File: src/sv/cbl_fifo.sv
// ----------------------------------------------------------------------------
// cbl_fifo: small register queue
// Decouples two sides; data at the head is shown while empty is low.
// ----------------------------------------------------------------------------
module cbl_fifo #(
  parameter int W     = 8,
  parameter int DEPTH = 2
) (
  input  logic         clk,
  input  logic         rst_n,
  input  logic         push,
  input  logic [W-1:0] wdata,
  output logic         full,
  input  logic         pop,
  output logic [W-1:0] rdata,
  output logic         empty
);

  localparam int PW = (DEPTH > 1) ? $clog2(DEPTH) : 1;
  localparam int CW = $clog2(DEPTH + 1);

  logic [W-1:0]  mem_r [DEPTH];
  logic [PW-1:0] wr_ptr_r, rd_ptr_r;
  logic [CW-1:0] cnt_r;
  logic          do_push, do_pop;

  assign full    = (cnt_r == CW'(DEPTH));
  assign empty   = (cnt_r == '0);
  assign do_push = push && !full;
  assign do_pop  = pop && !empty;
  assign rdata   = mem_r[rd_ptr_r];

  always_ff @(posedge clk) begin
    if (!rst_n) begin
      wr_ptr_r <= '0;
      rd_ptr_r <= '0;
      cnt_r    <= '0;
    end else begin
      if (do_push) begin
        wr_ptr_r <= (wr_ptr_r == PW'(DEPTH - 1)) ? '0 : wr_ptr_r + 1'b1;
      end
      if (do_pop) begin
        rd_ptr_r <= (rd_ptr_r == PW'(DEPTH - 1)) ? '0 : rd_ptr_r + 1'b1;
      end
      if (do_push && !do_pop) begin
        cnt_r <= cnt_r + 1'b1;
      end else if (do_pop && !do_push) begin
        cnt_r <= cnt_r - 1'b1;
      end
    end
  end

  always_ff @(posedge clk) begin
    if (do_push) begin
      mem_r[wr_ptr_r] <= wdata;
    end
  end

endmodule

File: config.mk
export PLATFORM = sky130hd
export DESIGN_NAME = cbl_fifo
export DESIGN_NICKNAME = d
export VERILOG_FILES = /design/src/sv/cbl_fifo.sv
export SDC_FILE = /design/constraint.sdc
export NUM_CORES = 1
export LEC_CHECK = 0
export BUFFER_PORTS_ARGS = -buffer_cell sky130_fd_sc_hd__buf_2
export CAP_MARGIN = 0
export CELL_PAD_IN_SITES_DETAIL_PLACEMENT = 0
export CELL_PAD_IN_SITES_GLOBAL_PLACEMENT = 1
export CORE_ASPECT_RATIO = 0.75
export CORE_MARGIN = 5
export CORE_UTILIZATION = 43
export CTS_BUF_LIST = sky130_fd_sc_hd__clkbuf_16
export DETAILED_ROUTE_END_ITERATION = 8
export GPL_TIMING_DRIVEN = 0
export PLACE_DENSITY = 0.76
export SLEW_MARGIN = 20
export SYNTH_ARGS = -nofsm -noshare
export SYNTH_HDL_FRONTEND = slang
export SYNTH_SLANG_ARGS = --single-unit
File: constraint.sdc
create_clock -name clk -period 3.09 [get_ports clk]
set_input_delay 0.618 -clock clk [delete_from_list [all_inputs] [get_ports clk]]
set_output_delay 0.618 -clock clk [all_outputs]
set_load 0.02 [all_outputs]
# Word-level counts from Yosys, hierarchy flattened
# Memory sizes are Yosys's and may differ from the RTL's. A register that Yosys moved wholly into a read port is not among the register bits.
# Cells that the tools add are included.
[op_classes] addsub=4 n_eq_ne=1 n_reduce_logical=10 mux=8
[ops] operator="2-to-1 mux 1 bit" count=6
[ops] operator="logical AND 1 bit" count=4
[ops] operator="logical NOT 1 bit" count=4
[ops] operator="2-to-1 mux 2 bit" count=2
[ops] operator="adder 1 bit (second input constant)" count=2
[ops] operator="adder 2 x 1 -> 2 bit (second input constant)" count=1
[ops] operator="== test 2 bit (second input constant)" count=1
[ops] operator="logical NOT 2 bit" count=1
[ops] operator="nonzero test 2 bit" count=1
[ops] operator="subtractor 2 x 1 -> 2 bit (second input constant)" count=1
[word_totals] mem_bits_rw=16 mem_count=1 word_cells=27 inputBits=12 ff_bits=4
[mem_list] name="mem_r" words=2 word_bits=8 read_ports=1 rd_ports_with_merged_regs=1 write_ports=1 line_no="22" source="logic [W-1:0] mem_r [DEPTH];"

# Longest topological paths before layout
[depth] ltp_word=7 ltp_mapped=7 mapped_depth_nobuf=7

# Least setup slack after synthesis
# No wires, ideal clock.
[synth_timing] kind="input-to-reg" startpoint="in push" endpoint="reg cnt_r[1]" path_buffers=0 t_arrival_ns=1.483 path_stages=5 setup_slack_ns=1.537 setup_time_ns=0.070 cell_sequence="inv_1 nor2_1 ha_1 or3_1 a21boi_1"
[synth_via] elab_chain_len=4 elab_cells_between_ends=6 classes_between="mux: 1; reduce/logical: 5"
[synth_rtl] element="start: declaration" line_no="11" source="input logic push,"
[synth_rtl] element="logical AND 1 bit *" line_no="29" source="assign do_push = push && !full;"
[synth_rtl] element="logical NOT 1 bit" line_no="47" source="end else if (do_pop && !do_push) begin"
[synth_rtl] element="logical AND 1 bit" line_no="47"
[synth_rtl] element="nonzero test 2 bit (no source line)"
[synth_rtl] element="end signal: assignment" line_no="46" source="cnt_r <= cnt_r + 1'b1;"
[synth_rtl] element="end signal: assignment" line_no="48" source="cnt_r <= cnt_r - 1'b1;"
[synth_rtl] element="end: declaration" line_no="24" source="logic [CW-1:0] cnt_r;"
# Mark *: on every way between the ends. The rest lies on a longest branch, timed or not.
# A chain may end at the register's enable or synchronous reset.

==> impl_results.md <==
- First-pass GRT wire length: 2070 um
- DRT iter0 DRCs: 11
- Crit path largest cell delay: around 350 ps
- Most frequent cells in the layout: 22 x buf_2, 16 x edfxtp_1, 8 x mux2_2
- Final worst-path setup slack: 1210 ps
- Fin Clk Skew: about 3.6 ps
- Via density: between 4 and 5
- Ant. Diodes: 0
- Hpwl dp: 954 um
- Layout cells sized above 1: between 40% and 50%
- Mapped Avg Cell Area: around 16 sq um
- RePlAce Congestion: 0.735
- HP Start: cnt_r[1]
- Chip Height: 47.6 um
- Post-layout min period: about 1900 ps
- Leakage power: 0.410 nW
- Total number of vias: between 400 and 500
- Worst-path cell chain: buf_2 > mux2_2 > buf_2
- Setup CP Type: flop to primary output
- First-pass DRT Iterations: 4
- Reg power frac: between 40% and 50%
- Fin. max-slew vios: 0
- Vias in the first global route: 433
- Die Width: about 60 um
- Critical path capture point type: primary output
- Mapped Area: 810 sq um
- Worst-path maximum fanout: 8
- PortBufs: 21
- Req. time, crit path: roughly 2500 ps
- Total grt overflow: 0
- Antenna violations before repair: 0
- P_int: between 0.0006 and 0.0007 W
- Least-Margin Pin Slew: between 700 and 800 ps
- Longest Clk Path Bufs: 2
- Detail Route Antenna Nets: 0
- Worst path top cell family by delay: buffers and inverters
- IO Count: 22
- Hold Path Class: flop to flop
- Die area: 2860 sq um
- Unrepaired setup endpoints after global routing: no
- Crit start category: flop
- FP Rows: 13
- Reg-to-Reg End: mem_r[0][1]
- Final Util: 58.2%
- FMAX: roughly 530 MHz
- WP buf/inv: 2
- Tcrit/Tclk final: 60.8%
- Sequential share of the synthesized area: a little under three quarters
- Worst-skew pair later-pin latency: ~250 ps
- Gate power share: 30.7%
- TritonCTS buffer count: 3
- Initial core utilization: a little under half
- Top cell type's share of synthesized area: approximately 60%
- Synth Net Count: 63
- Hold Path Sink: cnt_r[1]
- WL/cell: 13.2 um
- Yosys warnings: 0
- Core area: 1760 sq um
- Clk root buf: clkbuf_16
- Worst slew margin: 50.6%
- Area contributors post-synth: edfxtp_1 59%, dfxtp_1 12%, mux2_2 11%
- DRC Markers: 0
- Worst r2r src: cnt_r[0]
- Synth Instances: 50
- Crit path top cell by count: buf_2
- Post-CTS Setup Bufs: 0
- WP data arrival: ~1300 ps
- Max Cap Viol: 0
- Nets@finish: 89
- Routed WL: 1280 um
- TNS Setup: 0 ps
- Largest net degree at the start of global routing: 13
- Hold Buf Count CTS: 0
- Net Sw Frac: 29.4%
- Synth cell types: 20
- Status: finished, final reports clean
- VDD IR max: 0.594 mV
- Flop-to-flop setup slack: between 1500 and 2000 ps
- Hold Crit Depth: 2
- Area grow syn2layout: 26.3%
- R2R cell count: 3
- Final hold vios: 0
- Resized cells post-CTS: 0
- #FFs+latches synth: 21
- CTS tree: yes
- Clock transition at path regs: 50 ps
- Most common cell after layout, fill and taps aside: buf_2
- Cell Pwr Density: about 920 nW/um^2
- Switching pwr: 0.000275 W
- Clk pwr share: 28.1%
- H-tree depth: 1
- Sink Count: 21
- Global-route usage over all layers: 11.0%
- Setup Viol. Count Final: 0
- Cell taking the most area after synthesis: edfxtp_1
- Crit-path slowest cell: mux2_2
- Setup slack at placement: between 1000 and 1500 ps
## power by group through the flow
stage	Sequential, W	Combinational [W]	Clock, W
6_report	0.000385	0.000288	0.000263
5_1_grt	0.000390	0.000318	0.000286
4_1_cts	0.000385	0.000295	0.000272
3_5_place_dp	0.000391	0.000293	0
3_3_place_gp	0.000389	0.000289	0
2_1_floorplan	0.000385	0.000216	0
## flip-flops by register name, indices dropped and copies added (netlist names), named ones only
register / count
cnt_r: 2
mem_r: 16
rd_ptr_r: 1
wr_ptr_r: 1
## metal layers
metal | track usage, % | vias to the layer above | routed length, um
met2 | 16.8 | 12 | 619
met3 | 7.82 | 2 | 122
met5 | 0 | - | 0
met1 | 11.6 | 201 | 526
li1 | - | 235 | -
met4 | 5.31 | 0 | 15
## worst register-to-register path: stages, from the launching register on
cell	delay [ps]
dfxtp_1	410
nand2b_1	180
inv_2	50
nor3_2	560
## final cells by class
cell class | instances | area [sq um]
well taps | 22 | 27.5
clock buffers | 3 | 75.1
inverters | 2 | 7.51
plain buffers | 1 | 5.00
repair buffers | 21 | 105
multi-input cells | 26 | 216
fillers | 147 | 734
flip-flops and latches | 21 | 581
clock inverters | 1 | 5.00
## synthesized netlist by cell type, drive strengths merged
library cell / count
a21boi: 2
and2: 3
and3: 1
buf: 1
dfxtp: 5
edfxtp: 16
ha: 1
inv: 2
mux2: 8
nand2b: 1
nor2: 2
nor3: 1
o21a: 1
o21ai: 2
or3: 1
xnor2: 2
xor2: 1
## per-stage QoR
stage	instance area [sq um]	hold slack, ps	power [W]	cells
after floorplan	810	483	0.000601	50
after global placement	942	508	0.000677	93
after detailed placement	942	520	0.000684	93
after CTS	1020	532	0.000953	97
after global routing	1020	550	0.000994	97
final	1020	531	0.000936	97
## worst max path at each step
stage	slack, ps	cells after the start	start	end
after floorplan	1540	5	push	cnt_r[1]
after global placement	1320	3	push	mem_r[0][6]
after detailed placement	1330	3	push	mem_r[0][6]
after CTS	1190	3	flop	rdata[1]
after global routing	1160	3	flop	rdata[1]
final	1210	3	flop	rdata[1]
## logic make-up (layout without fill, tap and decap cells)
family	Yosys count	count (layout)	share of synthesized area (%)
and+or+nand+nor	9	9	6.80
buffers and inverters	3	28	1.54
xor gates and xnor gates	3	3	3.25
adders and majority gates	1	1	1.55
DFF	21	21	71.7
AOI/OAI and AO/OA	5	5	4.02
muxes	8	8	11.1
(Power assumes the default switching activity.)
