--- src/sv/cbl_pkg.sv ---
// ----------------------------------------------------------------------------
// cbl_pkg: shared types and codes of the clipped rectangle blitter
// Command codes, register indexes, the job passed from front to back,
// the result item and the configuration bundle.
// ----------------------------------------------------------------------------
package cbl_pkg;

  localparam logic [2:0] CMD_READ  = 3'd0;
  localparam logic [2:0] CMD_WRITE = 3'd1;
  localparam logic [2:0] CMD_FILL  = 3'd2;
  localparam logic [2:0] CMD_REMAP = 3'd3;
  localparam logic [2:0] CMD_CLEAR = 3'd4;
  localparam logic [2:0] CMD_LOAD  = 3'd5;

  localparam logic [2:0] CFG_BASE     = 3'd0;
  localparam logic [2:0] CFG_WIDTH    = 3'd1;
  localparam logic [2:0] CFG_HEIGHT   = 3'd2;
  localparam logic [2:0] CFG_STRIDE   = 3'd3;
  localparam logic [2:0] CFG_REMAP_EN = 3'd4;

  localparam logic [29:0] COUNT_LIMIT = 30'd16384;

  typedef enum logic [2:0] {
    OP_NONE  = 3'd0,
    OP_READ  = 3'd1,
    OP_FILL  = 3'd2,
    OP_REMAP = 3'd3,
    OP_LOAD  = 3'd4
  } op_t;

  typedef struct packed {
    op_t         op;
    logic [14:0] w;
    logic [14:0] h;
    logic [14:0] count;
    logic [7:0]  color;
    logic [7:0]  tidx;
    logic [7:0]  tval;
  } job_t;

  typedef struct packed {
    logic [7:0]  read_value;
    logic [14:0] pixels_changed;
  } res_t;

  typedef struct packed {
    logic [13:0] base;
    logic [14:0] width;
    logic [14:0] height;
    logic [13:0] stride;
    logic        remap_en;
  } cfg_t;

endpackage

--- src/sv/cbl_front.sv ---
// ----------------------------------------------------------------------------
// cbl_front: command decode and clipping
// Classifies each command, clips its rectangle against the viewport,
// then forms the start address and the saturated write count.
// ----------------------------------------------------------------------------
module cbl_front import cbl_pkg::*; #(
  parameter int AW = 14
) (
  input  logic               clk,
  input  logic               rst_n,
  input  cfg_t               cfg,
  input  logic               in_valid,
  output logic               in_ready,
  input  logic [2:0]         command,
  input  logic signed [15:0] x,
  input  logic signed [15:0] y,
  input  logic signed [15:0] end_x,
  input  logic signed [15:0] end_y,
  input  logic signed [15:0] span_width,
  input  logic signed [15:0] span_height,
  input  logic [7:0]         color,
  input  logic [7:0]         table_index,
  input  logic [7:0]         table_value,
  output logic               job_valid,
  input  logic               job_ready,
  output job_t               job,
  output logic [AW-1:0]      job_addr
);

  typedef struct packed {
    op_t         op;
    logic [14:0] x0;
    logic [14:0] y0;
    logic [14:0] w;
    logic [14:0] h;
    logic [7:0]  color;
    logic [7:0]  tidx;
    logic [7:0]  tval;
  } clip_t;

  logic signed [17:0] rx0, ry0, rx1, ry1, cx0, cy0, cx1, cy1, wlim, hlim, wdt, hgt;
  logic               reject, empty_rect;
  op_t                op;
  clip_t              s1_nxt, s1_r;
  logic               s1_v_r;
  logic [28:0]        row_off;
  logic [31:0]        addr_sum;
  logic [29:0]        area;

  always_comb begin
    wlim = 18'(cfg.width);
    hlim = 18'(cfg.height);
    rx0  = 18'(x);
    ry0  = 18'(y);
    rx1  = 18'(x);
    ry1  = 18'(y);
    op   = OP_NONE;
    case (command)
      CMD_READ: begin
        op = OP_READ;
      end
      CMD_WRITE: begin
        op = OP_FILL;
      end
      CMD_FILL: begin
        op  = OP_FILL;
        rx1 = 18'(end_x);
        ry1 = 18'(end_y);
      end
      CMD_REMAP: begin
        op  = cfg.remap_en ? OP_REMAP : OP_NONE;
        rx1 = 18'(x) + 18'(span_width) - 18'sd1;
        ry1 = 18'(y) + 18'(span_height) - 18'sd1;
      end
      CMD_CLEAR: begin
        op  = OP_FILL;
        rx0 = '0;
        ry0 = '0;
        rx1 = wlim - 18'sd1;
        ry1 = hlim - 18'sd1;
      end
      CMD_LOAD: begin
        op = OP_LOAD;
      end
      default: begin
        op = OP_NONE;
      end
    endcase

    reject     = (rx0 >= wlim) || (ry0 >= hlim) || (rx1 < 0) || (ry1 < 0);
    cx0        = (rx0 < 0) ? '0 : rx0;
    cy0        = (ry0 < 0) ? '0 : ry0;
    cx1        = (rx1 > wlim - 18'sd1) ? wlim - 18'sd1 : rx1;
    cy1        = (ry1 > hlim - 18'sd1) ? hlim - 18'sd1 : ry1;
    empty_rect = (cx1 < cx0) || (cy1 < cy0);
    wdt        = cx1 - cx0 + 18'sd1;
    hgt        = cy1 - cy0 + 18'sd1;

    // drop reads, fills and remaps that land outside the view or clip to nothing
    if ((op == OP_READ || op == OP_FILL || op == OP_REMAP) && (reject || empty_rect)) begin
      op = OP_NONE;
    end

    s1_nxt.op    = op;
    s1_nxt.x0    = cx0[14:0];
    s1_nxt.y0    = cy0[14:0];
    s1_nxt.w     = wdt[14:0];
    s1_nxt.h     = hgt[14:0];
    s1_nxt.color = color;
    s1_nxt.tidx  = table_index;
    s1_nxt.tval  = table_value;
  end

  assign in_ready  = !s1_v_r || job_ready;
  assign job_valid = s1_v_r;

  always_ff @(posedge clk) begin
    if (!rst_n) begin
      s1_v_r <= 1'b0;
    end else if (in_ready) begin
      s1_v_r <= in_valid;
    end
  end

  always_ff @(posedge clk) begin
    if (in_ready && in_valid) begin
      s1_r <= s1_nxt;
    end
  end

  always_comb begin
    row_off  = s1_r.y0 * cfg.stride;
    addr_sum = 32'(row_off) + 32'(cfg.base) + 32'(s1_r.x0);
    area     = s1_r.w * s1_r.h;
    job_addr = addr_sum[AW-1:0];

    job.op    = s1_r.op;
    job.w     = s1_r.w;
    job.h     = s1_r.h;
    job.color = s1_r.color;
    job.tidx  = s1_r.tidx;
    job.tval  = s1_r.tval;
    if (s1_r.op == OP_FILL || s1_r.op == OP_REMAP) begin
      job.count = (area > COUNT_LIMIT) ? COUNT_LIMIT[14:0] : area[14:0];
    end else begin
      job.count = '0;
    end
  end

endmodule

--- config.mk ---
export PLATFORM = sky130hd
export DESIGN_NAME = cbl_front
export DESIGN_NICKNAME = d
export VERILOG_FILES = /design/src/sv/cbl_pkg.sv /design/src/sv/cbl_front.sv
export SDC_FILE = /design/constraint.sdc
export NUM_CORES = 1
export LEC_CHECK = 0
export BUFFER_PORTS_ARGS = -buffer_cell sky130_fd_sc_hd__buf_2
export CAP_MARGIN = 20
export CORE_MARGIN = 4
export CORE_UTILIZATION = 56
export DETAILED_ROUTE_END_ITERATION = 8
export PLACE_DENSITY_LB_ADDON = 0.1
export SYNTH_ARGS = -nofsm -noshare
export SYNTH_HDL_FRONTEND = slang
export SYNTH_SLANG_ARGS = --single-unit
--- constraint.sdc ---
create_clock -name clk -period 6.7 [get_ports clk]
set_clock_uncertainty 0.15 [all_clocks]
set_input_delay 0.335 -clock clk [delete_from_list [all_inputs] [get_ports clk]]
set_output_delay 0.335 -clock clk [all_outputs]
set_load 0.02 [all_outputs]
Yosys cells after proc, flatten, opt, wreduce, memory -nomap -nowiden:

Index checks and enable logic that the tools add are counted.

* register bits: 87
* bits in latches: 0
* memory bits (writable): 0
* ROM bits: 0
* output and inout port bits: 88
* logic and storage cells: 70
* memories kept: 0

* add/sub/neg operators: 12
* multipliers: 2
* div/mod/pow operators: 0
* order comparisons: 11
* equal/unequal tests: 10
* shift-type cells: 0
* muxes and demuxes: 12
* bitwise gates (word level): 0
* reduce and logical (&&, ||, !) cells: 14

Operator list (number)
* two-way mux 18 bit: 6
* one-hot mux 18 bit (3 select lines): 2
* < comparator 18 x 1 -> 1 bit (second input constant): 4
* >= comparator 18 x 16 -> 1 bit: 2
* greater-than comparator 18 x 16 -> 1 bit: 2
* < comparator 18 bit: 2
* subtractor 17 x 2 -> 18 bit (second input constant): 2
* adder 16 x 16 -> 17 bit: 2
* subtractor 15 x 1 -> 16 bit (second input constant): 2
* adder 15 x 2 -> 15 bit (second input constant): 2
* greater-than comparator 30 x 15 -> 1 bit (second input constant): 1
* multiplier 15 x 15 -> 30 bit: 1
* two-way mux 15 bit: 2
* subtractor 15 bit: 2
* adder 14 bit: 2
* == test 3 x 2 -> 1 bit (second input constant): 6
* multiplier 15 x 14 -> 14 bit: 1
* one-hot mux 3 bit (4 select lines): 1
* logical OR 1 bit: 9
* == test 3 x 1 -> 1 bit (second input constant): 2
* == test 3 bit (second input constant): 2
* zero test 3 bit: 1
* OR reduction 3 bit: 1
* logical AND 1 bit: 2
* 2 further kinds: 2

Longest topological paths before layout:

Gate-level depths: netlist of the first run.

* depth in word-level cells: 9
* gate-level depth with buffers: 37
* gate-level depth less buffers: 36

Worst setup path after synthesis of the first run:

No wires, ideal clock.

* path type: reg2out
* start point: reg s1_r (netlist bit job[44])
* end point: out job[25] in the netlist's numbering
* arrival time: 6.692 ns
* required time: 6.215 ns
* setup slack: -0.477 ns
* stages on the path, launching flop included: 22
* cell sequence: edfxtp_1 -> clkbuf_1 -> nand2_1 -> fa_1 -> inv_1 -> fa_1 -> inv_1 -> fa_1 -> inv_1 -> fa_1 -> fa_1 -> fa_1 -> ha_1 -> a211o_1 -> a21oi_1 -> nand2_1 -> or4_1 -> o211ai_1 -> o2111ai_1 -> nor4_4 -> nand4_4 -> nor4b_1

RTL lines
* start, declared: line cbl_front.sv:44 `clip_t s1_nxt, s1_r;`
* start signal, assigned: line cbl_front.sv:127 `s1_r <= s1_nxt;`
* end, declared: line cbl_front.sv:26 `output job_t job,`

==> run summary, run 1 <==
Run status = complete, but fails checks
Failing checks = setup timing
Post-synthesis mux area share = 1.097%
CTS Buf Count = 9
Adder-cell area share of the yosys netlist = 41.39%
I/O Buffers = 273
Post-synth top flop = edfxtp_1
CP max FO = 7
Tightest Pin Transition = 0.9943 ns
Die Wd = 209.3 um
Syn avg cell area = 8.337 um2
Crit path cell chain = buf_12 -> nand2_4 -> fa_1 -> inv_1 -> fa_1 -> inv_1 -> fa_1 -> inv_1 -> fa_1 -> fa_2 -> fa_2 -> ha_4 -> o2111ai_4 -> a311oi_2 -> o21ai_2 -> a21oi_2 -> a41oi_2 -> xnor2_2 -> nor4_4 -> nand4_4 -> clkbuf_16 -> nor4b_2 -> buf_4
Final Hold Viols = 0
Seq/Total Area, Yosys = 11.34%
Reg2reg setup slack = 4.67 ns
Max-cap violations = 0
Final Max Slew Viols = 0
Synth Area in Compound Gates = 11.91%
Die area = 43,810 um2
Die Y = 209.3 um
Largest area contributor in the netlist = fa_1
Initial Util = 56.86%
Simple-gate share of the synthesized area = 17.40%
Clock Sinks = 86
Most common cell in the netlist = inv_1
CP required = 6.21 ns
Final setup viols = 15
Mapped Cells = 2,722
Startpoint Class = register
PnR worst setup slack = -0.6382 ns
First-pass GRT wire length = 107,900 um
Final Wtd Congestion = 1.055
CP delay by family, top = adder cells
CP Capture Type = primary output
Via count = 20.73k
Area Overhead vs Synth = 25.63%
N_diodes = 0
Post-synth cell types = 90
Total GRT Usage = 30.12%
Worst-skew pair later-pin latency = 0.35 ns
WHS = 0.01442 ns
Remaining antenna violation count = 0
Critical path buffers and inverters = 6
Area of the core = 39,910 um2
Largest net degree at the start of global routing = 69
Slew margin rel. = 33.47%
Placed insts = 3,717
Max stage delay cell, worst path = fa_2
Final Critical Period = 7.338 ns
Initial antenna violation count = 0
Maximum clock rate = 136.3 MHz
Synth area leaders = fa_1, ha_1, edfxtp_1
Unrepaired setup endpoints after global routing = yes
Mapped Area = 22,690 um2
Largest family of logic cells by synthesized area = adder cells
Clock root cell = clkbuf_16
Initial DRC Count = 1,521
Final core utilization = 71.43%
# DRC = 0
DR vias/cell = 5.451
Number of fill cells = 3,133
Average wire per standard cell = 17.97 um
CP max stage delay = 0.60 ns
Share of Yosys cell area claimed by the top area cell type = 23.20%
Post-route insts no fill = 3,803
Vias in the first global route = 20.91k
Nets = 4,052
Worst EP arrival = 6.85 ns
Top cells by count, synth = inv_1, ha_1, nand2_1, fa_1, nor2_1
Drt first pass iters = 5
Tcrit/Tclk final = 109.5%
Synth async-reset ratio = 0%
Total gr overflow = 0
Layout cells sized above 1 = 26.30%
Max H-tree Level = 3
Syn_nets = 3,501
Synthesis-stage register bit count = 86
Post-synth EDFFs = 85
Critical path type = reg -> out
Worst-path clk slew = 0.06 ns
Io pins = 274
Post-Synth XOR/XNOR Area = 4.400%
Dpl ws = -0.6797 ns
Yosys warns = 0
Crit-path most repeated cell = fa_1
TritonCTS clock tree = yes
Hold/Removal Path Class = in -> reg
DP HPWL = 58,320 um
Row cnt = 73
Clk buf depth = 2
Drt total wl = 68,340 um
stage by stage:
step,TNS [ns],instance area (um2)
finish,-8.296,28510
global route,-12.99,28510
CTS,-9.276,27560
detailed placement,-12.07,26790
global placement,-7.728,26790
floorplan,-0.2291,23060
state kept, by name, indices dropped and copies added, names as in the netlist:
register and cells:
s1_r 28, job 57, job_valid 1
cell type report:
class / instances / area, um2 / area share (%)
multi-input cells: 1945 / 18260 / 64.05
clock inverters: 7 / 56.30 / 0.1975
well taps: 525 / 656.9 / 2.304
inverters: 555 / 2088 / 7.324
repair buffers: 676 / 4652 / 16.32
clock buffers: 9 / 225.2 / 0.7899
flip-flops and latches: 86 / 2572 / 9.023
placed cells by master, fill, tap and decap left out, types with 13 or more instances in the layout:
master	Yosys	layout
xor2_1	21	21
nand3_1	35	32
nand2_1	328	319
xnor2_1	93	90
a21oi_1	108	91
edfxtp_1	85	85
nor2_1	159	154
o21bai_1	15	15
dlygate4sd3_1	0	20
nand2b_1	17	17
buf_4	57	374
and2_1	124	118
buf_6	2	18
a22oi_1	15	14
a211oi_1	19	15
a21o_1	27	27
nand4_1	16	16
nor2b_1	29	26
buf_2	4	256
inv_1	554	542
ha_4	0	18
a21oi_2	1	18
nor4_4	2	13
o21ai_0	61	55
o21a_1	24	24
fa_1	263	249
nor3_1	44	41
mux2i_1	17	14
fa_2	0	14
ha_1	330	304
per-layer routing:
| layer | share of wire, % | routed length, um | GRT usage [%] | vias up |
|---|---|---|---|---|
| met4 | 2.2 | 1522 | 6.683 | 0 |
| li1 | - | - | - | 9839 |
| met1 | 44 | 29760 | 41.78 | 10030 |
| met3 | 5.7 | 3866 | 2.511 | 104 |
| met5 | 0 | 0 | 0 | - |
| met2 | 49 | 33190 | 51.90 | 761 |
what timing repair did:
action | CTS | global route
resized for setup | 39 | 152
endpoints found under the setup margin | 22 | 34
setup buffers | 16 | 33
hold buffers | 20 | 0
endpoints found under the hold margin | 20 | 0
gates cloned | 0 | 1
pin swaps | 8 | 117
worst paths after layout:
path | startpoint | to | cells after the start
max | job[42] | job[25] | 23
min reg2reg | job_valid | job_valid | 2
max reg2reg | job_valid | s1_r[62] | 3
min | color[4] | job[20] | 1
cell families (layout without fill, tap and decap cells):
kind of cell    count (synthesis)  in the layout
xor+xnor                      114            114
buf+inv                       691           1247
mux                            24             24
fa+ha+maj                     593            593
flops                          86             86
simple gates                  817            817
compound gates                397            397
Power of run 1 is not shown: default switching activity piles up to over one toggle a cycle in this logic, so the estimate is an artifact.
==> run 2, diff against run 1 <==
==> constraint.sdc (replaced) <==
create_clock -name clk -period 6.7 [get_ports clk]
set_clock_uncertainty 0.15 [all_clocks]
set_input_delay 0.67 -clock clk [delete_from_list [all_inputs] [get_ports clk]]
set_output_delay 0.67 -clock clk [all_outputs]
set_load 0.02 [all_outputs]
==> run 2 against run 1 <==
  * The run still ends with setup timing left
  * Sequential cell count unchanged
  * Wire length increased by 3.9%
  * Critical path depth unchanged
  * Worst hold slack improved by 0.31 ns
  * Cell count increased by 3.6%
  * Critical endpoint is now job[26]
  * Die area unchanged
  * Register-to-register slack about the same
  * Core utilization increased by 3.8 points
  * Largest cell class unchanged
  * Non-clock buffer count increased by 137
  * Critical path type unchanged
  * Sequential share of layout area decreased by 0.46 points
==> run summary, run 2 (synthesized netlist as in run 1, its figures left out) <==
Run status = complete, but fails checks
Failing checks = setup timing
PnR worst setup slack = -0.9682 ns
Final Max Slew Viols = 0
Max H-tree Level = 3
Most frequent cells in the layout = inv_1, buf_4, nand2_1
Drt total wl = 70,970 um
Die area = 43,810 um2
N_diodes = 0
Clock root cell = clkbuf_16
Placed insts = 3,851
Unrepaired setup endpoints after global routing = yes
Critical path type = reg -> out
Initial Util = 56.86%
Max reg flops = 57
Tightest Pin Transition = 1.035 ns
Largest net degree at the start of global routing = 69
Worst-skew pair later-pin latency = 0.36 ns
Final Wtd Congestion = 0.9870
Remaining antenna violation count = 0
DP HPWL = 59,960 um
First-pass GRT wire length = 112,000 um
Area Overhead vs Synth = 32.31%
Nets = 4,189
Initial DRC Count = 1,512
Initial antenna violation count = 0
Worst EP arrival = 6.85 ns
Tcrit/Tclk final = 114.5%
CP max FO = 8
Final setup viols = 17
Average wire per standard cell = 18.01 um
Hold/Removal Path Class = in -> reg
WHS = 0.3236 ns
Area of the core = 39,910 um2
Die Y = 209.3 um
DR vias/cell = 5.416
# DRC = 0
CTS Buf Count = 9
CP Capture Type = primary output
Row cnt = 73
Maximum clock rate = 130.4 MHz
Max-cap violations = 0
Clock Sinks = 86
CP required = 5.88 ns
Drt first pass iters = 5
I/O Buffers = 273
Layout cells sized above 1 = 31.60%
Io pins = 274
Die Wd = 209.3 um
Setup TNS = -13.54 ns
Number of fill cells = 3,002
Startpoint Class = register
Vias in the first global route = 22.00k
Clk buf depth = 2
Final Critical Period = 7.668 ns
Slew margin rel. = 30.78%
Final Hold Viols = 0
Total gr overflow = 0
Total GRT Usage = 31.16%
Post-route insts no fill = 3,940
TritonCTS clock tree = yes
Commonest non-fill, non-tap cell in the layout = inv_1
Via count = 21.34k
Worst-path clk slew = 0.07 ns
## run 2: cell types whose count changed in the layout (fill, tap and decap cells not counted), moves of 6 or more
cell and change:
inv_1 -20, o21ai_0 -6, ha_1 -12, inv_2 +18
buf_6 +14, dlygate4sd3_1 -20, buf_4 +139, ha_4 +14
## run 2: final timing paths
| check | slack, ns | startpoint | to | cells past startpoint |
|---|---|---|---|---|
| setup / recovery | -0.97 | job[60] | job[26] | 23 |
| hold reg to reg | 0.41 | job_valid | job_valid | 2 |
| hold / removal | 0.32 | table_value[1] | job[1] | 1 |
| setup reg to reg | 4.66 | job_valid | s1_r[81] | 3 |
## run 2: layout make-up
| cell class | count | area (um2) | share of cell area (%) |
|---|---|---|---|
| well taps | 525 | 656.9 | 2.188 |
| inverters | 555 | 2096 | 6.979 |
| clock inverters | 7 | 112.6 | 0.3750 |
| flip-flops and latches | 86 | 2572 | 8.567 |
| repair buffers | 813 | 5725 | 19.07 |
| clock buffers | 9 | 225.2 | 0.7500 |
| multi-input cells | 1945 | 18640 | 62.07 |
## run 2: metal layers
layer / wire length [um] / part of all wire (%) / vias up / track usage, %
met5: 0 / 0 / - / 0
met4: 2074 / 2.9 / 0 / 8.146
met3: 4643 / 6.5 / 131 / 3.094
li1: - / - / 10110 / -
met2: 34390 / 48 / 799 / 53.13
met1: 29860 / 42 / 10300 / 42.89
## run 2: through the flow
stage | instance area, um2 | utilization [%] | setup slack, ns
global route | 30030 | 75.23 | -1.205
detailed placement | 27890 | 69.88 | -0.9046
global placement | 27890 | 69.88 | -0.6864
finish | 30030 | 75.23 | -0.9682
CTS | 28750 | 72.04 | -0.9599
floorplan | 23200 | - | -0.4171
## run 2: critical path, stage by stage, from the launching register on
cell and delay (ns):
edfxtp_1 0.51, buf_4 0.19, buf_4 0.12, buf_4 0.15
and2_1 0.17, fa_1 0.57, fa_1 0.45, fa_1 0.51
fa_1 0.56, fa_1 0.46, ha_1 0.32, ha_1 0.32
nand3_2 0.11, a311oi_2 0.27, buf_4 0.17, o211ai_1 0.08
nand2_1 0.16, nor2_2 0.08, xnor2_2 0.16, nor4_4 0.33
nand4_4 0.17, buf_12 0.19, nor4b_2 0.25, buf_4 0.18
## run 2: what timing repair did
action,4_1_cts,5_1_grt
gates resized for setup,69,196
gates cloned,0,1
endpoints found under the setup margin,31,35
pin swaps,43,138
hold buffers,0,0
setup buffers,29,46
Power of run 2 is left out for the same reason.
